## config.mk

```make
export PLATFORM = sky130hd
export DESIGN_NAME = keyed_expiry_timer_table_core_flat
export DESIGN_NICKNAME = d
export VERILOG_FILES = /design/src/rtl/core/ketimer_pkg.sv /design/src/rtl/core/ketimer_if.sv /design/src/rtl/core/ketimer_ctrl.sv /design/src/rtl/core/ketimer_dp.sv /design/src/rtl/core/keyed_expiry_timer_table_core.sv /design/src/flat_wrapper.sv
export VERILOG_INCLUDE_DIRS = /design/src /design/src/rtl/core
export SDC_FILE = /design/constraint.sdc
export NUM_CORES = 2
export LEC_CHECK = 0
export ABC_CLOCK_PERIOD_IN_PS = 17660
export BUFFER_PORTS_ARGS = -buffer_cell sky130_fd_sc_hd__buf_2
export CELL_PAD_IN_SITES_DETAIL_PLACEMENT = 0
export CELL_PAD_IN_SITES_GLOBAL_PLACEMENT = 1
export CORE_MARGIN = 2
export CORE_UTILIZATION = 40
export CTS_CLUSTER_SIZE = 20
export DETAILED_ROUTE_END_ITERATION = 8
export PLACE_DENSITY_LB_ADDON = 0.1
export SYNTH_ARGS = -nofsm -noshare
export SYNTH_HDL_FRONTEND = slang
export SYNTH_HIERARCHICAL = 1
export SYNTH_SLANG_ARGS = --single-unit
```

## constraint.sdc

```tcl
create_clock -name clk -period 17.66 [get_ports clk]
set_input_delay 3.532 -clock clk [delete_from_list [all_inputs] [get_ports clk]]
set_output_delay 3.532 -clock clk [all_outputs]
set_load 0.03 [all_outputs]
```

## src/rtl/core/keyed_expiry_timer_table_core_assert.svh

```systemverilog
// Assertion macros shared by the timer table RTL.
// The enclosing module must provide the signals clk and rst_n.
`ifndef KEYED_EXPIRY_TIMER_TABLE_CORE_ASSERT_SVH
`define KEYED_EXPIRY_TIMER_TABLE_CORE_ASSERT_SVH

// The consequent must hold in the same cycle as the antecedent.
`define KET_ASSERT_SAME(lbl, ante, cons, msg) \
    lbl: assert property (@(posedge clk) disable iff (!rst_n) (ante) |-> (cons)) \
        else $error(msg);

// The consequent must hold in the cycle after the antecedent.
`define KET_ASSERT_NEXT(lbl, ante, cons, msg) \
    lbl: assert property (@(posedge clk) disable iff (!rst_n) (ante) |=> (cons)) \
        else $error(msg);

`endif

```

## src/rtl/core/ketimer_pkg.sv

```systemverilog
// Shared types, widths and codes for the keyed expiry timer table.
// No dependencies; every other RTL file imports this package.
`default_nettype none

package ketimer_pkg;

    localparam int ENTRIES_DEFAULT = 32;

    localparam int TIME_W    = 48;
    localparam int ID_W      = 32;
    localparam int TYPE_W    = 3;
    localparam int KEY_W     = ID_W + TYPE_W;
    localparam int TICKS_W   = 16;
    localparam int CMD_W     = 3;
    localparam int COUNT_W   = 6;
    localparam int REG_IDX_W = 3;
    localparam int NUM_REGS  = 7;

    localparam int COUNT_MAX = (2 ** COUNT_W) - 1;

    localparam logic [TICKS_W-1:0] TICKS_RESET = 16'd2000;

    // Command codes; unused codes behave as a query.
    localparam logic [CMD_W-1:0] CMD_TICK      = 3'd0;
    localparam logic [CMD_W-1:0] CMD_START_DEF = 3'd1;
    localparam logic [CMD_W-1:0] CMD_START_EXP = 3'd2;
    localparam logic [CMD_W-1:0] CMD_CANCEL    = 3'd3;
    localparam logic [CMD_W-1:0] CMD_CLEAR     = 3'd4;
    localparam logic [CMD_W-1:0] CMD_QUERY     = 3'd5;

    // Configuration register indexes.
    localparam logic [REG_IDX_W-1:0] REG_SPELL  = 3'd0;
    localparam logic [REG_IDX_W-1:0] REG_POTION = 3'd1;
    localparam logic [REG_IDX_W-1:0] REG_SCROLL = 3'd2;
    localparam logic [REG_IDX_W-1:0] REG_WEAPON = 3'd3;
    localparam logic [REG_IDX_W-1:0] REG_AMMO   = 3'd4;
    localparam logic [REG_IDX_W-1:0] REG_GEM    = 3'd5;
    localparam logic [REG_IDX_W-1:0] REG_FOOD   = 3'd6;

    // Source types that share the spell duration.
    localparam logic [TYPE_W-1:0] TYPE_SPELL     = 3'd0;
    localparam logic [TYPE_W-1:0] TYPE_SPELL_ALT = 3'd7;

    // Commands from the controller to the datapath.
    typedef struct packed {
        logic accept;
        logic rd_en;
        logic commit;
    } ketimer_ctl_t;

    // Status from the datapath to the controller.
    typedef struct packed {
        logic out_busy;
    } ketimer_stat_t;

endpackage

`default_nettype wire

```

## src/rtl/core/ketimer_if.sv

```systemverilog
// Handshake channel interfaces for the keyed expiry timer table:
// command items, result items and configuration writes. Uses ketimer_pkg.
`default_nettype none

interface ketimer_in_if
    import ketimer_pkg::*;
();
    logic               valid;
    logic               ready;
    logic [CMD_W-1:0]   cmd;
    logic [ID_W-1:0]    item_id;
    logic [TYPE_W-1:0]  source_type;
    logic [TICKS_W-1:0] explicit_ticks;

    modport source (output valid, cmd, item_id, source_type, explicit_ticks, input ready);
    modport sink   (input valid, cmd, item_id, source_type, explicit_ticks, output ready);
endinterface

interface ketimer_out_if
    import ketimer_pkg::*;
();
    logic               valid;
    logic               ready;
    logic               active;
    logic [TICKS_W-1:0] remaining_ticks;
    logic [COUNT_W-1:0] active_count;
    logic               removed;
    logic               table_full;

    modport source (output valid, active, remaining_ticks, active_count, removed, table_full,
                    input ready);
    modport sink   (input valid, active, remaining_ticks, active_count, removed, table_full,
                    output ready);
endinterface

interface ketimer_cfg_if
    import ketimer_pkg::*;
();
    logic                 valid;
    logic                 ready;
    logic [REG_IDX_W-1:0] index;
    logic [TICKS_W-1:0]   data;

    modport source (output valid, index, data, input ready);
    modport sink   (input valid, index, data, output ready);
endinterface

`default_nettype wire

```

## src/rtl/core/ketimer_ctrl.sv

```systemverilog
// Sequencing controller for the timer table: accept, slot scan, drain, commit.
// Depends on ketimer_pkg; drives the datapath through ketimer_ctl_t.
`default_nettype none

module ketimer_ctrl
    import ketimer_pkg::*;
#(
    parameter int ENTRIES = ENTRIES_DEFAULT,
    localparam int ADDR_W = (ENTRIES > 1) ? $clog2(ENTRIES) : 1
)
(
    input  wire logic              clk,
    input  wire logic              rst_n,
    input  wire logic              in_valid,
    output logic                   in_ready,
    input  wire ketimer_stat_t     stat,
    output ketimer_ctl_t           ctl,
    output logic [ADDR_W-1:0]      rd_addr
);

    localparam logic [1:0] ST_IDLE   = 2'd0;
    localparam logic [1:0] ST_SCAN   = 2'd1;
    localparam logic [1:0] ST_DRAIN  = 2'd2;
    localparam logic [1:0] ST_COMMIT = 2'd3;

    localparam logic [ADDR_W-1:0] LAST_ADDR = ADDR_W'(ENTRIES - 1);

    logic [1:0]        state_reg;
    logic [1:0]        state_next;
    logic [ADDR_W-1:0] addr_reg;
    logic [ADDR_W-1:0] addr_next;

    always_comb
    begin
        in_ready   = (state_reg == ST_IDLE);
        ctl.accept = (state_reg == ST_IDLE) && in_valid;
        ctl.rd_en  = (state_reg == ST_SCAN);
        ctl.commit = (state_reg == ST_COMMIT) && !stat.out_busy;
        rd_addr    = addr_reg;
    end

    always_comb
    begin
        state_next = state_reg;
        addr_next  = addr_reg;
        unique case (state_reg)
            ST_IDLE:
            begin
                if (in_valid)
                begin
                    state_next = ST_SCAN;
                    addr_next  = '0;
                end
            end
            ST_SCAN:
            begin
                if (addr_reg == LAST_ADDR)
                begin
                    state_next = ST_DRAIN;
                end
                else
                begin
                    addr_next = addr_reg + ADDR_W'(1);
                end
            end
            ST_DRAIN:
            begin
                state_next = ST_COMMIT;
            end
            ST_COMMIT:
            begin
                // Hold the commit until the result register can take the result.
                if (!stat.out_busy)
                begin
                    state_next = ST_IDLE;
                end
            end
            default:
            begin
                state_next = ST_IDLE;
            end
        endcase
    end

    always_ff @(posedge clk or negedge rst_n)
    begin
        if (!rst_n)
        begin
            state_reg <= ST_IDLE;
            addr_reg  <= '0;
        end
        else
        begin
            state_reg <= state_next;
            addr_reg  <= addr_next;
        end
    end

endmodule

`default_nettype wire

```

## src/rtl/core/ketimer_dp.sv

```systemverilog
// Datapath of the timer table: duration registers, time counter, slot stores,
// scan accumulators and the result register. Depends on ketimer_pkg.
`default_nettype none

module ketimer_dp
    import ketimer_pkg::*;
#(
    parameter int ENTRIES = ENTRIES_DEFAULT,
    localparam int ADDR_W = (ENTRIES > 1) ? $clog2(ENTRIES) : 1,
    localparam int CNT_W  = $clog2(ENTRIES + 1)
)
(
    input  wire logic                 clk,
    input  wire logic                 rst_n,
    input  wire logic                 cfg_valid,
    input  wire logic [REG_IDX_W-1:0] cfg_index,
    input  wire logic [TICKS_W-1:0]   cfg_data,
    input  wire logic [CMD_W-1:0]     in_cmd,
    input  wire logic [ID_W-1:0]      in_item_id,
    input  wire logic [TYPE_W-1:0]    in_source_type,
    input  wire logic [TICKS_W-1:0]   in_explicit_ticks,
    input  wire ketimer_ctl_t         ctl,
    input  wire logic [ADDR_W-1:0]    rd_addr,
    output ketimer_stat_t             stat,
    input  wire logic                 out_ready,
    output logic                      out_valid,
    output logic                      out_active,
    output logic [TICKS_W-1:0]        out_remaining_ticks,
    output logic [COUNT_W-1:0]        out_active_count,
    output logic                      out_removed,
    output logic                      out_table_full
);

    localparam int SAT_W = CNT_W + 1 + COUNT_W;

    // Configuration and time base.
    logic [TICKS_W-1:0] cfg_ticks_reg [NUM_REGS];
    logic [TIME_W-1:0]  now_reg;
    logic [TICKS_W-1:0] dflt_ticks;

    // Current item.
    logic [CMD_W-1:0]   cmd_reg;
    logic [KEY_W-1:0]   key_reg;
    logic [TICKS_W-1:0] dur_reg;

    // Slot stores.
    logic [ENTRIES-1:0] valid_reg;
    logic [KEY_W-1:0]   key_mem [ENTRIES];
    logic [TIME_W-1:0]  exp_mem [ENTRIES];
    logic [KEY_W-1:0]   key_rd_reg;
    logic [TIME_W-1:0]  exp_rd_reg;
    logic               valid_rd_reg;
    logic               eval_reg;
    logic [ADDR_W-1:0]  eval_idx_reg;

    // Scan results.
    logic [CNT_W-1:0]   cnt_reg;
    logic               match_found_reg;
    logic [ADDR_W-1:0]  match_idx_reg;
    logic [TICKS_W-1:0] match_left_reg;
    logic               free_found_reg;
    logic [ADDR_W-1:0]  free_idx_reg;

    logic [TIME_W-1:0]  diff;
    logic               slot_act;

    logic               is_start;
    logic               started;
    logic               write_ok;
    logic               do_cancel;
    logic               do_clear;
    logic               match_act;
    logic [ADDR_W-1:0]  tgt_idx;
    logic [CNT_W:0]     cnt_after;
    logic [SAT_W-1:0]   cnt_wide;
    logic [TICKS_W-1:0] left_fin;

    logic               out_valid_reg;
    logic               out_active_reg;
    logic [TICKS_W-1:0] out_left_reg;
    logic [COUNT_W-1:0] out_count_reg;
    logic               out_removed_reg;
    logic               out_full_reg;

    always_ff @(posedge clk or negedge rst_n)
    begin
        if (!rst_n)
        begin
            for (int i = 0; i < NUM_REGS; i++)
            begin
                cfg_ticks_reg[i] <= TICKS_RESET;
            end
        end
        else if (cfg_valid && (cfg_index < REG_IDX_W'(NUM_REGS)))
        begin
            cfg_ticks_reg[cfg_index] <= cfg_data;
        end
    end

    always_comb
    begin
        case (in_source_type) inside
            TYPE_SPELL, TYPE_SPELL_ALT: dflt_ticks = cfg_ticks_reg[REG_SPELL];
            default:                    dflt_ticks = cfg_ticks_reg[in_source_type];
        endcase
    end

    // A tick advances time at acceptance, so the scan already sees the new time.
    always_ff @(posedge clk or negedge rst_n)
    begin
        if (!rst_n)
        begin
            now_reg <= '0;
        end
        else if (ctl.accept && (in_cmd == CMD_TICK))
        begin
            now_reg <= now_reg + TIME_W'(1);
        end
    end

    always_ff @(posedge clk)
    begin
        if (ctl.accept)
        begin
            cmd_reg <= in_cmd;
            key_reg <= {in_item_id, in_source_type};
            dur_reg <= (in_cmd == CMD_START_DEF) ? dflt_ticks : in_explicit_ticks;
        end
    end

    // Slot memories: one write port at commit, one registered read port for the scan.
    always_ff @(posedge clk)
    begin
        if (ctl.commit && write_ok)
        begin
            key_mem[tgt_idx] <= key_reg;
            exp_mem[tgt_idx] <= now_reg + TIME_W'(dur_reg);
        end
        if (ctl.rd_en)
        begin
            key_rd_reg   <= key_mem[rd_addr];
            exp_rd_reg   <= exp_mem[rd_addr];
            valid_rd_reg <= valid_reg[rd_addr];
            eval_idx_reg <= rd_addr;
        end
    end

    always_ff @(posedge clk or negedge rst_n)
    begin
        if (!rst_n)
        begin
            eval_reg  <= 1'b0;
            valid_reg <= '0;
        end
        else
        begin
            eval_reg <= ctl.rd_en;
            if (ctl.commit)
            begin
                if (do_clear)
                begin
                    valid_reg <= '0;
                end
                else if (write_ok)
                begin
                    valid_reg[tgt_idx] <= 1'b1;
                end
                else if (do_cancel)
                begin
                    valid_reg[match_idx_reg] <= 1'b0;
                end
            end
        end
    end

    // A slot is live while its expiry lies 1 to 65535 ticks ahead, modulo the counter.
    always_comb
    begin
        diff     = exp_rd_reg - now_reg;
        slot_act = valid_rd_reg && (diff != '0) && (diff[TIME_W-1:TICKS_W] == '0);
    end

    always_ff @(posedge clk)
    begin
        if (ctl.accept)
        begin
            cnt_reg         <= '0;
            match_found_reg <= 1'b0;
            match_left_reg  <= '0;
            free_found_reg  <= 1'b0;
        end
        else if (eval_reg)
        begin
            if (slot_act)
            begin
                cnt_reg <= cnt_reg + CNT_W'(1);
            end
            if (!match_found_reg && valid_rd_reg && (key_rd_reg == key_reg))
            begin
                match_found_reg <= 1'b1;
                match_idx_reg   <= eval_idx_reg;
                match_left_reg  <= slot_act ? diff[TICKS_W-1:0] : '0;
            end
            if (!free_found_reg && !slot_act)
            begin
                free_found_reg <= 1'b1;
                free_idx_reg   <= eval_idx_reg;
            end
        end
    end

    // A clear zeroes the count; else the scan count is corrected for the one slot touched.
    always_comb
    begin
        is_start  = (cmd_reg == CMD_START_DEF) || (cmd_reg == CMD_START_EXP);
        started   = is_start && (dur_reg != '0);
        write_ok  = started && (match_found_reg || free_found_reg);
        do_cancel = (cmd_reg == CMD_CANCEL) && match_found_reg;
        do_clear  = (cmd_reg == CMD_CLEAR);
        match_act = match_found_reg && (match_left_reg != '0);
        tgt_idx   = match_found_reg ? match_idx_reg : free_idx_reg;

        if (do_clear)
        begin
            cnt_after = '0;
        end
        else if (write_ok)
        begin
            cnt_after = {1'b0, cnt_reg} - (CNT_W + 1)'(match_act) + (CNT_W + 1)'(1);
        end
        else if (do_cancel)
        begin
            cnt_after = {1'b0, cnt_reg} - (CNT_W + 1)'(match_act);
        end
        else
        begin
            cnt_after = {1'b0, cnt_reg};
        end
        cnt_wide = SAT_W'(cnt_after);

        if (do_clear || (cmd_reg == CMD_CANCEL))
        begin
            left_fin = '0;
        end
        else if (write_ok)
        begin
            left_fin = dur_reg;
        end
        else
        begin
            left_fin = match_left_reg;
        end
    end

    always_ff @(posedge clk or negedge rst_n)
    begin
        if (!rst_n)
        begin
            out_valid_reg <= 1'b0;
        end
        else if (ctl.commit)
        begin
            out_valid_reg <= 1'b1;
        end
        else if (out_ready)
        begin
            out_valid_reg <= 1'b0;
        end
    end

    always_ff @(posedge clk)
    begin
        if (ctl.commit)
        begin
            out_active_reg  <= (left_fin != '0);
            out_left_reg    <= left_fin;
            out_count_reg   <= (cnt_wide > SAT_W'(COUNT_MAX)) ? COUNT_W'(COUNT_MAX)
                                                              : cnt_wide[COUNT_W-1:0];
            out_removed_reg <= do_cancel;
            out_full_reg    <= started && !write_ok;
        end
    end

    always_comb
    begin
        stat.out_busy       = out_valid_reg && !out_ready;
        out_valid           = out_valid_reg;
        out_active          = out_active_reg;
        out_remaining_ticks = out_left_reg;
        out_active_count    = out_count_reg;
        out_removed         = out_removed_reg;
        out_table_full      = out_full_reg;
    end

endmodule

`default_nettype wire

```

## src/rtl/core/keyed_expiry_timer_table_core.sv

```systemverilog
// Each command item is accepted only when the block is idle and, before the
// next one is accepted, passes in order through acceptance, a scan of one
// slot per cycle through the single read port of the key and expiry
// memories, a drain of the read register, and a commit of the command
// that loads the result into the result register.
// The result register is separate, so the next item is accepted while a
// result waits; a second result stalls the commit until the first is taken.
// Configuration writes are always accepted; there is no clearing pass.
// Top level: instantiates ketimer_ctrl and ketimer_dp; uses ketimer_pkg,
// the channel interfaces in ketimer_if.sv and the assertion macros.
`default_nettype none

`include "keyed_expiry_timer_table_core_assert.svh"

module keyed_expiry_timer_table_core
    import ketimer_pkg::*;
#(
    parameter int ENTRIES = ENTRIES_DEFAULT
)
(
    input  wire logic   clk,
    input  wire logic   rst_n,
    ketimer_in_if.sink  item,
    ketimer_out_if.source result,
    ketimer_cfg_if.sink cfg
);

    localparam int ADDR_W = (ENTRIES > 1) ? $clog2(ENTRIES) : 1;

    ketimer_ctl_t      ctl;
    ketimer_stat_t     stat;
    logic [ADDR_W-1:0] rd_addr;

    assign cfg.ready = 1'b1;

    ketimer_ctrl #(
        .ENTRIES (ENTRIES)
    ) u_ctrl (
        .clk      (clk),
        .rst_n    (rst_n),
        .in_valid (item.valid),
        .in_ready (item.ready),
        .stat     (stat),
        .ctl      (ctl),
        .rd_addr  (rd_addr)
    );

    ketimer_dp #(
        .ENTRIES (ENTRIES)
    ) u_dp (
        .clk                 (clk),
        .rst_n               (rst_n),
        .cfg_valid           (cfg.valid),
        .cfg_index           (cfg.index),
        .cfg_data            (cfg.data),
        .in_cmd              (item.cmd),
        .in_item_id          (item.item_id),
        .in_source_type      (item.source_type),
        .in_explicit_ticks   (item.explicit_ticks),
        .ctl                 (ctl),
        .rd_addr             (rd_addr),
        .stat                (stat),
        .out_ready           (result.ready),
        .out_valid           (result.valid),
        .out_active          (result.active),
        .out_remaining_ticks (result.remaining_ticks),
        .out_active_count    (result.active_count),
        .out_removed         (result.removed),
        .out_table_full      (result.table_full)
    );

    `KET_ASSERT_SAME(a_result_from_commit, $rose(result.valid),
                     $past(ctl.commit), "result appeared without a commit")
    `KET_ASSERT_NEXT(a_one_item_at_a_time, item.valid && item.ready,
                     !item.ready, "item accepted while busy")
    `KET_ASSERT_SAME(a_commit_has_room, ctl.commit,
                     !result.valid || result.ready, "commit overwrote a pending result")
    `KET_ASSERT_SAME(a_active_has_time, result.valid && result.active,
                     result.remaining_ticks != '0, "active key with zero time left")

endmodule

`default_nettype wire
```

## src/flat_wrapper.sv

```systemverilog
// flat-port wrapper written by rule: the top's interface ports become plain ports
module keyed_expiry_timer_table_core_flat import ketimer_pkg::*;
#(
    parameter int ENTRIES = ENTRIES_DEFAULT
)
  (clk, rst_n, item_valid, item_cmd, item_item_id, item_source_type, item_explicit_ticks, item_ready, result_valid, result_active, result_remaining_ticks, result_active_count, result_removed, result_table_full, result_ready, cfg_valid, cfg_index, cfg_data, cfg_ready);
  ketimer_in_if item_i ();
  ketimer_out_if result_i ();
  ketimer_cfg_if cfg_i ();
  input  wire logic clk;
  input  wire logic rst_n;
  input wire logic [$bits(item_i.valid)-1:0] item_valid;
  input wire logic [$bits(item_i.cmd)-1:0] item_cmd;
  input wire logic [$bits(item_i.item_id)-1:0] item_item_id;
  input wire logic [$bits(item_i.source_type)-1:0] item_source_type;
  input wire logic [$bits(item_i.explicit_ticks)-1:0] item_explicit_ticks;
  output wire logic [$bits(item_i.ready)-1:0] item_ready;
  output wire logic [$bits(result_i.valid)-1:0] result_valid;
  output wire logic [$bits(result_i.active)-1:0] result_active;
  output wire logic [$bits(result_i.remaining_ticks)-1:0] result_remaining_ticks;
  output wire logic [$bits(result_i.active_count)-1:0] result_active_count;
  output wire logic [$bits(result_i.removed)-1:0] result_removed;
  output wire logic [$bits(result_i.table_full)-1:0] result_table_full;
  input wire logic [$bits(result_i.ready)-1:0] result_ready;
  input wire logic [$bits(cfg_i.valid)-1:0] cfg_valid;
  input wire logic [$bits(cfg_i.index)-1:0] cfg_index;
  input wire logic [$bits(cfg_i.data)-1:0] cfg_data;
  output wire logic [$bits(cfg_i.ready)-1:0] cfg_ready;
  assign item_i.valid = item_valid;
  assign item_i.cmd = item_cmd;
  assign item_i.item_id = item_item_id;
  assign item_i.source_type = item_source_type;
  assign item_i.explicit_ticks = item_explicit_ticks;
  assign item_ready = item_i.ready;
  assign result_valid = result_i.valid;
  assign result_active = result_i.active;
  assign result_remaining_ticks = result_i.remaining_ticks;
  assign result_active_count = result_i.active_count;
  assign result_removed = result_i.removed;
  assign result_table_full = result_i.table_full;
  assign result_i.ready = result_ready;
  assign cfg_i.valid = cfg_valid;
  assign cfg_i.index = cfg_index;
  assign cfg_i.data = cfg_data;
  assign cfg_ready = cfg_i.ready;
  keyed_expiry_timer_table_core #(.ENTRIES(ENTRIES)) u_core (.clk(clk), .rst_n(rst_n), .item(item_i), .result(result_i), .cfg(cfg_i));
endmodule
```

# Word-level counts from Yosys, hierarchy flattened
# Memory sizes are Yosys's and may differ from the RTL's. A register that Yosys moved wholly into a read port is not among the register bits.
# Cells that the tools add are included.
dict set report classes {
  reduce_logical 48
  n_addsub 7
  bitwise_logic 6
  div 0
  n_eq_ne 15
  mux 35
  n_shift 0
  n_mul 0
  order_cmp 10
}
# operator n
set ops {}
lappend ops {{$mux 16} 8}
lappend ops {{$bwmux 112} 1}
lappend ops {{$mux 32} 3}
lappend ops {{$add 48x1->48 const B} 1}
lappend ops {{$add 48x16->48} 1}
lappend ops {{$bmux 16 s3} 1}
lappend ops {{$demux 16 s3} 1}
lappend ops {{$reduce_bool 16->1} 3}
lappend ops {{$reduce_bool 48->1} 1}
lappend ops {{$sub 48x48->48} 1}
lappend ops {{$eq 35x35->1} 1}
lappend ops {{$and 32x32->32} 1}
lappend ops {{$logic_not 32->1} 1}
lappend ops {{$not 32->32} 1}
lappend ops {{$or 32x32->32} 1}
lappend ops {{$mux 7} 3}
lappend ops {{$logic_and 1x1->1} 19}
lappend ops {{$lt 5x6->1 const B} 3}
lappend ops {{$mux 5} 3}
lappend ops {{$reduce_and 3->1} 4}
lappend ops {{$demux 1 s5} 2}
lappend ops {{$ge 5x1->1 const B} 2}
lappend ops {{$pmux 5 s2} 1}
lappend ops {{$ge 4x4->1 const B} 2}
lappend ops {{other kinds (29)} 56}
dict set report totals {
  ramBits 2656
  ff_bits 320
  latch_bits 0
  in_bits 78
  mem_count 2
  rom_bits 0
  word_cells 152
}
# name words width read_ports rd_clocked_by_memory_dff write_ports line
set memory_table {}
lappend memory_table {u_core.u_dp.exp_mem 32 48 1 1 1 ketimer_dp.sv:49} ;# logic [TIME_W-1:0] exp_mem [ENTRIES];
lappend memory_table {u_core.u_dp.key_mem 32 35 1 1 1 ketimer_dp.sv:48} ;# logic [KEY_W-1:0] key_mem [ENTRIES];

# Logic depth before layout (Yosys ltp)
dict set report depth {
  word_depth 9
  mapped_depth 16
  depth_no_buf 14
}

# By module
# The synthesis kept the hierarchy.
# mod cells_each instances area_each_um2
set modules_own_cells {}
lappend modules_own_cells {ketimer_dp 5763 1 121519.0}
lappend modules_own_cells {ketimer_ctrl 49 1 485.5}
lappend modules_own_cells {keyed_expiry_timer_table_core 2 1 11.3}

# Worst setup path before layout
# No wires, ideal clock.
dict set report synth_path {
  path_kind {input to register}
  startpoint {in result_ready}
  endpoint {mem u_core.u_dp.exp_mem[10][0] (enable)}
  slack_ps 8120
  stages 4
  arrival_ps 9013
  cell_sequence {nor2b_1 > nor2b_1 > nand2_1 > nor2_1}
}
# item line
set synth_rtl {}
lappend synth_rtl {{from (decl)} flat_wrapper.sv:24} ;# input wire logic [$bits(result_i.ready)-1:0] result_ready;
lappend synth_rtl {{to (decl)} ketimer_dp.sv:49}

==> metrics.md <==
| Metric | Value |
|---|---|
| Post-CTS Setup Repair Bufs | `0` |
| Largest net degree at the start of global routing | `126` |
| Delay-heaviest family, CP | `buffers and inverters` |
| Vias per inst | `a little under 6` |
| Crit path cell chain | `buf_2 > nor2b_1 > nor2b_4 > nand2_1 > nor2_4 > buf_4 > buf_4` |
| Overall routing resource usage | `0.2155` |
| Row Count | `202` |
| Post-Syn Area | `122000 µm²` |
| Worst path slowest cell | `buf_4` |
| DRC viols | `0` |
| Routability congestion estimate | `0.7972` |
| WP buf/inv | `3` |
| TritonCTS clock tree | `built` |
| IO buf count | `104` |
| Clk sinks | `3059` |
| Register area share after synthesis | `0.7431` |
| Yosys warnings | `6` |
| Post-DP Area | `between 100000 and 150000 µm²` |
| Initial Utilization | `0.4023` |
| Via count | `60560` |
| Number of I/O pins | `~110` |
| Syn Nets | `5969` |
| Crit Path Max Fanout | `37` |
| Starting DRT DRC Count | `6176` |
| Pwr/cell area | `141.4 nW/µm²` |
| Critical path arrival | `7.19 ns` |
| Share of cells above drive strength 1 | `0.3079` |
| Vias in the first global route | `62418` |
| Number of antenna violations at the first check in global routing | `25` |
| Upper clock frequency limit | `149.4 MHz` |
| Kind of critical path | `primary input to flop` |
| Crit. End Element | `flop` |
| Max reg flops | `1536` |
| Number of synthesized flops with an enable pin | `2834` |
| Type of origin of the critical path | `primary input` |
| Syn Inst Count | `5814` |
| Final setup margin | `10.97 ns` |
| DR WL/cell | `between 30 and 40 µm` |
| Crit path largest cell delay | `~0.9 ns` |
| Syn_area_per_cell | `approximately 21 µm²` |
| Leakage power | `41.49 nW` |
| Outcome | `finished, final reports clean` |
| Fraction of registers with async set/reset | `0.06571` |
| Resize count post-CTS | `0` |
| Layout Skew | `0.06844 ns` |
| RSZ-0062 raised after global routing | `no` |
| Filler Cells Inserted | `25396` |
| Detailed-router iteration count before antenna repair | `5` |
| Worst slew pin tran | `1.412 ns` |
| MaxCap Viol Count | `0` |
| GRT overflow | `0` |
| Fin crit share | `0.3789` |
| Final hold vios | `0` |
| Num CTS Buffers | `334` |
| Worst IR Drop VDD | `126.6 µV` |
| Final design area excluding fillers | `139700 µm²` |
| Pre-CTS WS | `10.06 ns` |
| Top cell type by total area after synthesis | `edfxtp_1` |
| Setup violation total in the final timing report | `0` |
| Main synth FF type | `edfxtp_1` |
| Max transition margin | `0.05137` |
| Clock buffer depth | `4` |
| First-pass GRT wire length | `475400 µm` |
| Most common cell on crit path | `buf_4` |
| Final Max Tran Viols | `0` |
| Root Buffer | `clkbuf_16` |
| NumNets Final | `6315` |
| Die width | `approximately 560 µm` |
| Core Footprint | `303300 µm²` |
| DIE HEIGHT | `556.3 µm` |
| Flop-to-flop setup slack | `11.65 ns` |
| Area Overhead vs Synth | `14.48%` |
| Worst min path class | `flop to flop` |
| # H-tree levels | `5` |
| Worst-Skew Late Latency | `0.93 ns` |
| Post-route ant nets | `0` |
| DIE AREA | `309500 µm²` |
| Yosys cell types | `90` |
| Reg clk slew, reported paths | `0.05 ns` |
| Top cells by area, synth | `edfxtp_1 70%, mux4_2 16%, dfrtp_1 3.3%` |
| Final min period | `6.692 ns` |
| Post-cts hold buffer count | `0` |
| Hpwl dp | `187100 µm` |
| Worst Path Required | `18.16 ns` |
| Setup TNS Final | `0 ns` |
| Final WL | `roughly 330000 µm` |
| WHS | `about 0.45 ns` |
| Yosys reg bits | `3059` |
| Post-synth top area share | `0.6975` |
## path summary, 6_finish.rpt
kind	startpoint	to	cells after the start
setup / recovery	result_ready	u_core/u_dp/exp_mem[20][38]	7
max in group asynchronous	rst_n	u_core/u_ctrl/rd_addr[0]	2
hold reg to reg	u_core/u_dp/eval_idx_reg[0]	u_core/u_dp/free_idx_reg[0]	0
min in group asynchronous	rst_n	u_core/u_dp/now_reg[46]	1
hold / removal	u_core/u_dp/eval_idx_reg[0]	u_core/u_dp/free_idx_reg[0]	0
setup reg to reg	u_core/u_ctrl/rd_addr[0]	u_core/u_dp/exp_rd_reg[31]	7
## cells in the final DEF (no fill, tap or decap), drive strengths merged, types with 9 or more instances in the layout
master and instances:
a21o 16, a21oi 114, o21bai 9, nand2 204
mux4 840, xnor2 137, o21ai 145, and3 20
o211ai 21, a31oi 14, o221ai 16, o21a 17
edfxtp 2834, o2111ai 10, nor4 33, bufinv 34
nand3 41, mux2 220, mux2i 25, nor2b 22
clkinv 133, dfxtp 24, o22a 33, xor2 22
nor3 43, nand2b 13, o31ai 9, clkbuf 421
nand4 40, buf 294, ha 75, inv 95
dfstp 42, and2 9, dfrtp 159, nor2 132
## power by group
group	internal (mW)	switching [mW]
logic	1.81	2.38
registers	8.44	0.224
clock network	4.05	2.86
## synthesized netlist by cell type, types with 17 or more instances
master and count:
edfxtp_1 2834, mux4_2 840, clkbuf_1 220, mux2_2 216
nand2_1 204, dfrtp_1 159, xnor2_1 137, nor2_1 132
o21ai_0 129, a21oi_1 112, inv_1 82, ha_1 75
buf_1 57, nor3_1 43, dfstp_2 42, nand3_1 41
nand4_1 40, o22a_1 33, nor4_1 29, mux2i_1 25
dfxtp_1 24, nor2b_1 22, xor2_1 22, o211ai_1 21
and3_1 20, o21a_1 17
## routing by layer
| layer | wire [µm] | vias to the layer above | global-route usage |
|---|---|---|---|
| met1 | 150400 | 33334 | 0.3203 |
| li1 | - | 24932 | - |
| met4 | 7202 | 0 | 0.04806 |
| met3 | 18940 | 432 | 0.02749 |
| met5 | 0 | - | 0 |
| met2 | 157800 | 1862 | 0.3404 |
## kinds of logic after synthesis
family,count (synthesis),synth area share
buf+inv,367,0.01138
xor+xnor,159,0.01141
flops,3059,0.7431
other cells,1,0.00003073
compound gates,470,0.02507
mux,1085,0.1774
simple gates,596,0.02360
fa+ha+maj,77,0.008019
## metrics by stage
step | util | cells | power [mW]
floorplan | - | 5814 | 11.61
CTS | 0.4604 | 10404 | 20.03
global route | 0.4605 | 10407 | 20.54
global placement | 0.4249 | 9801 | 13.07
finish | 0.4606 | 10410 | 19.76
detailed placement | 0.4249 | 9801 | 13.09
## layout make-up
class,instances,area [µm²],share of cell area
antenna,5,12.51,0.00008957
clock buffer,421,8830,0.06321
clock inverter,182,1947,0.01394
inverter,83,311.5,0.002230
multi-input combinational,2388,30770,0.2203
sequential,3059,90680,0.6492
tap,3978,4977,0.03563
timing repair buffer,294,2152,0.01541
(Power assumes the default switching activity.)
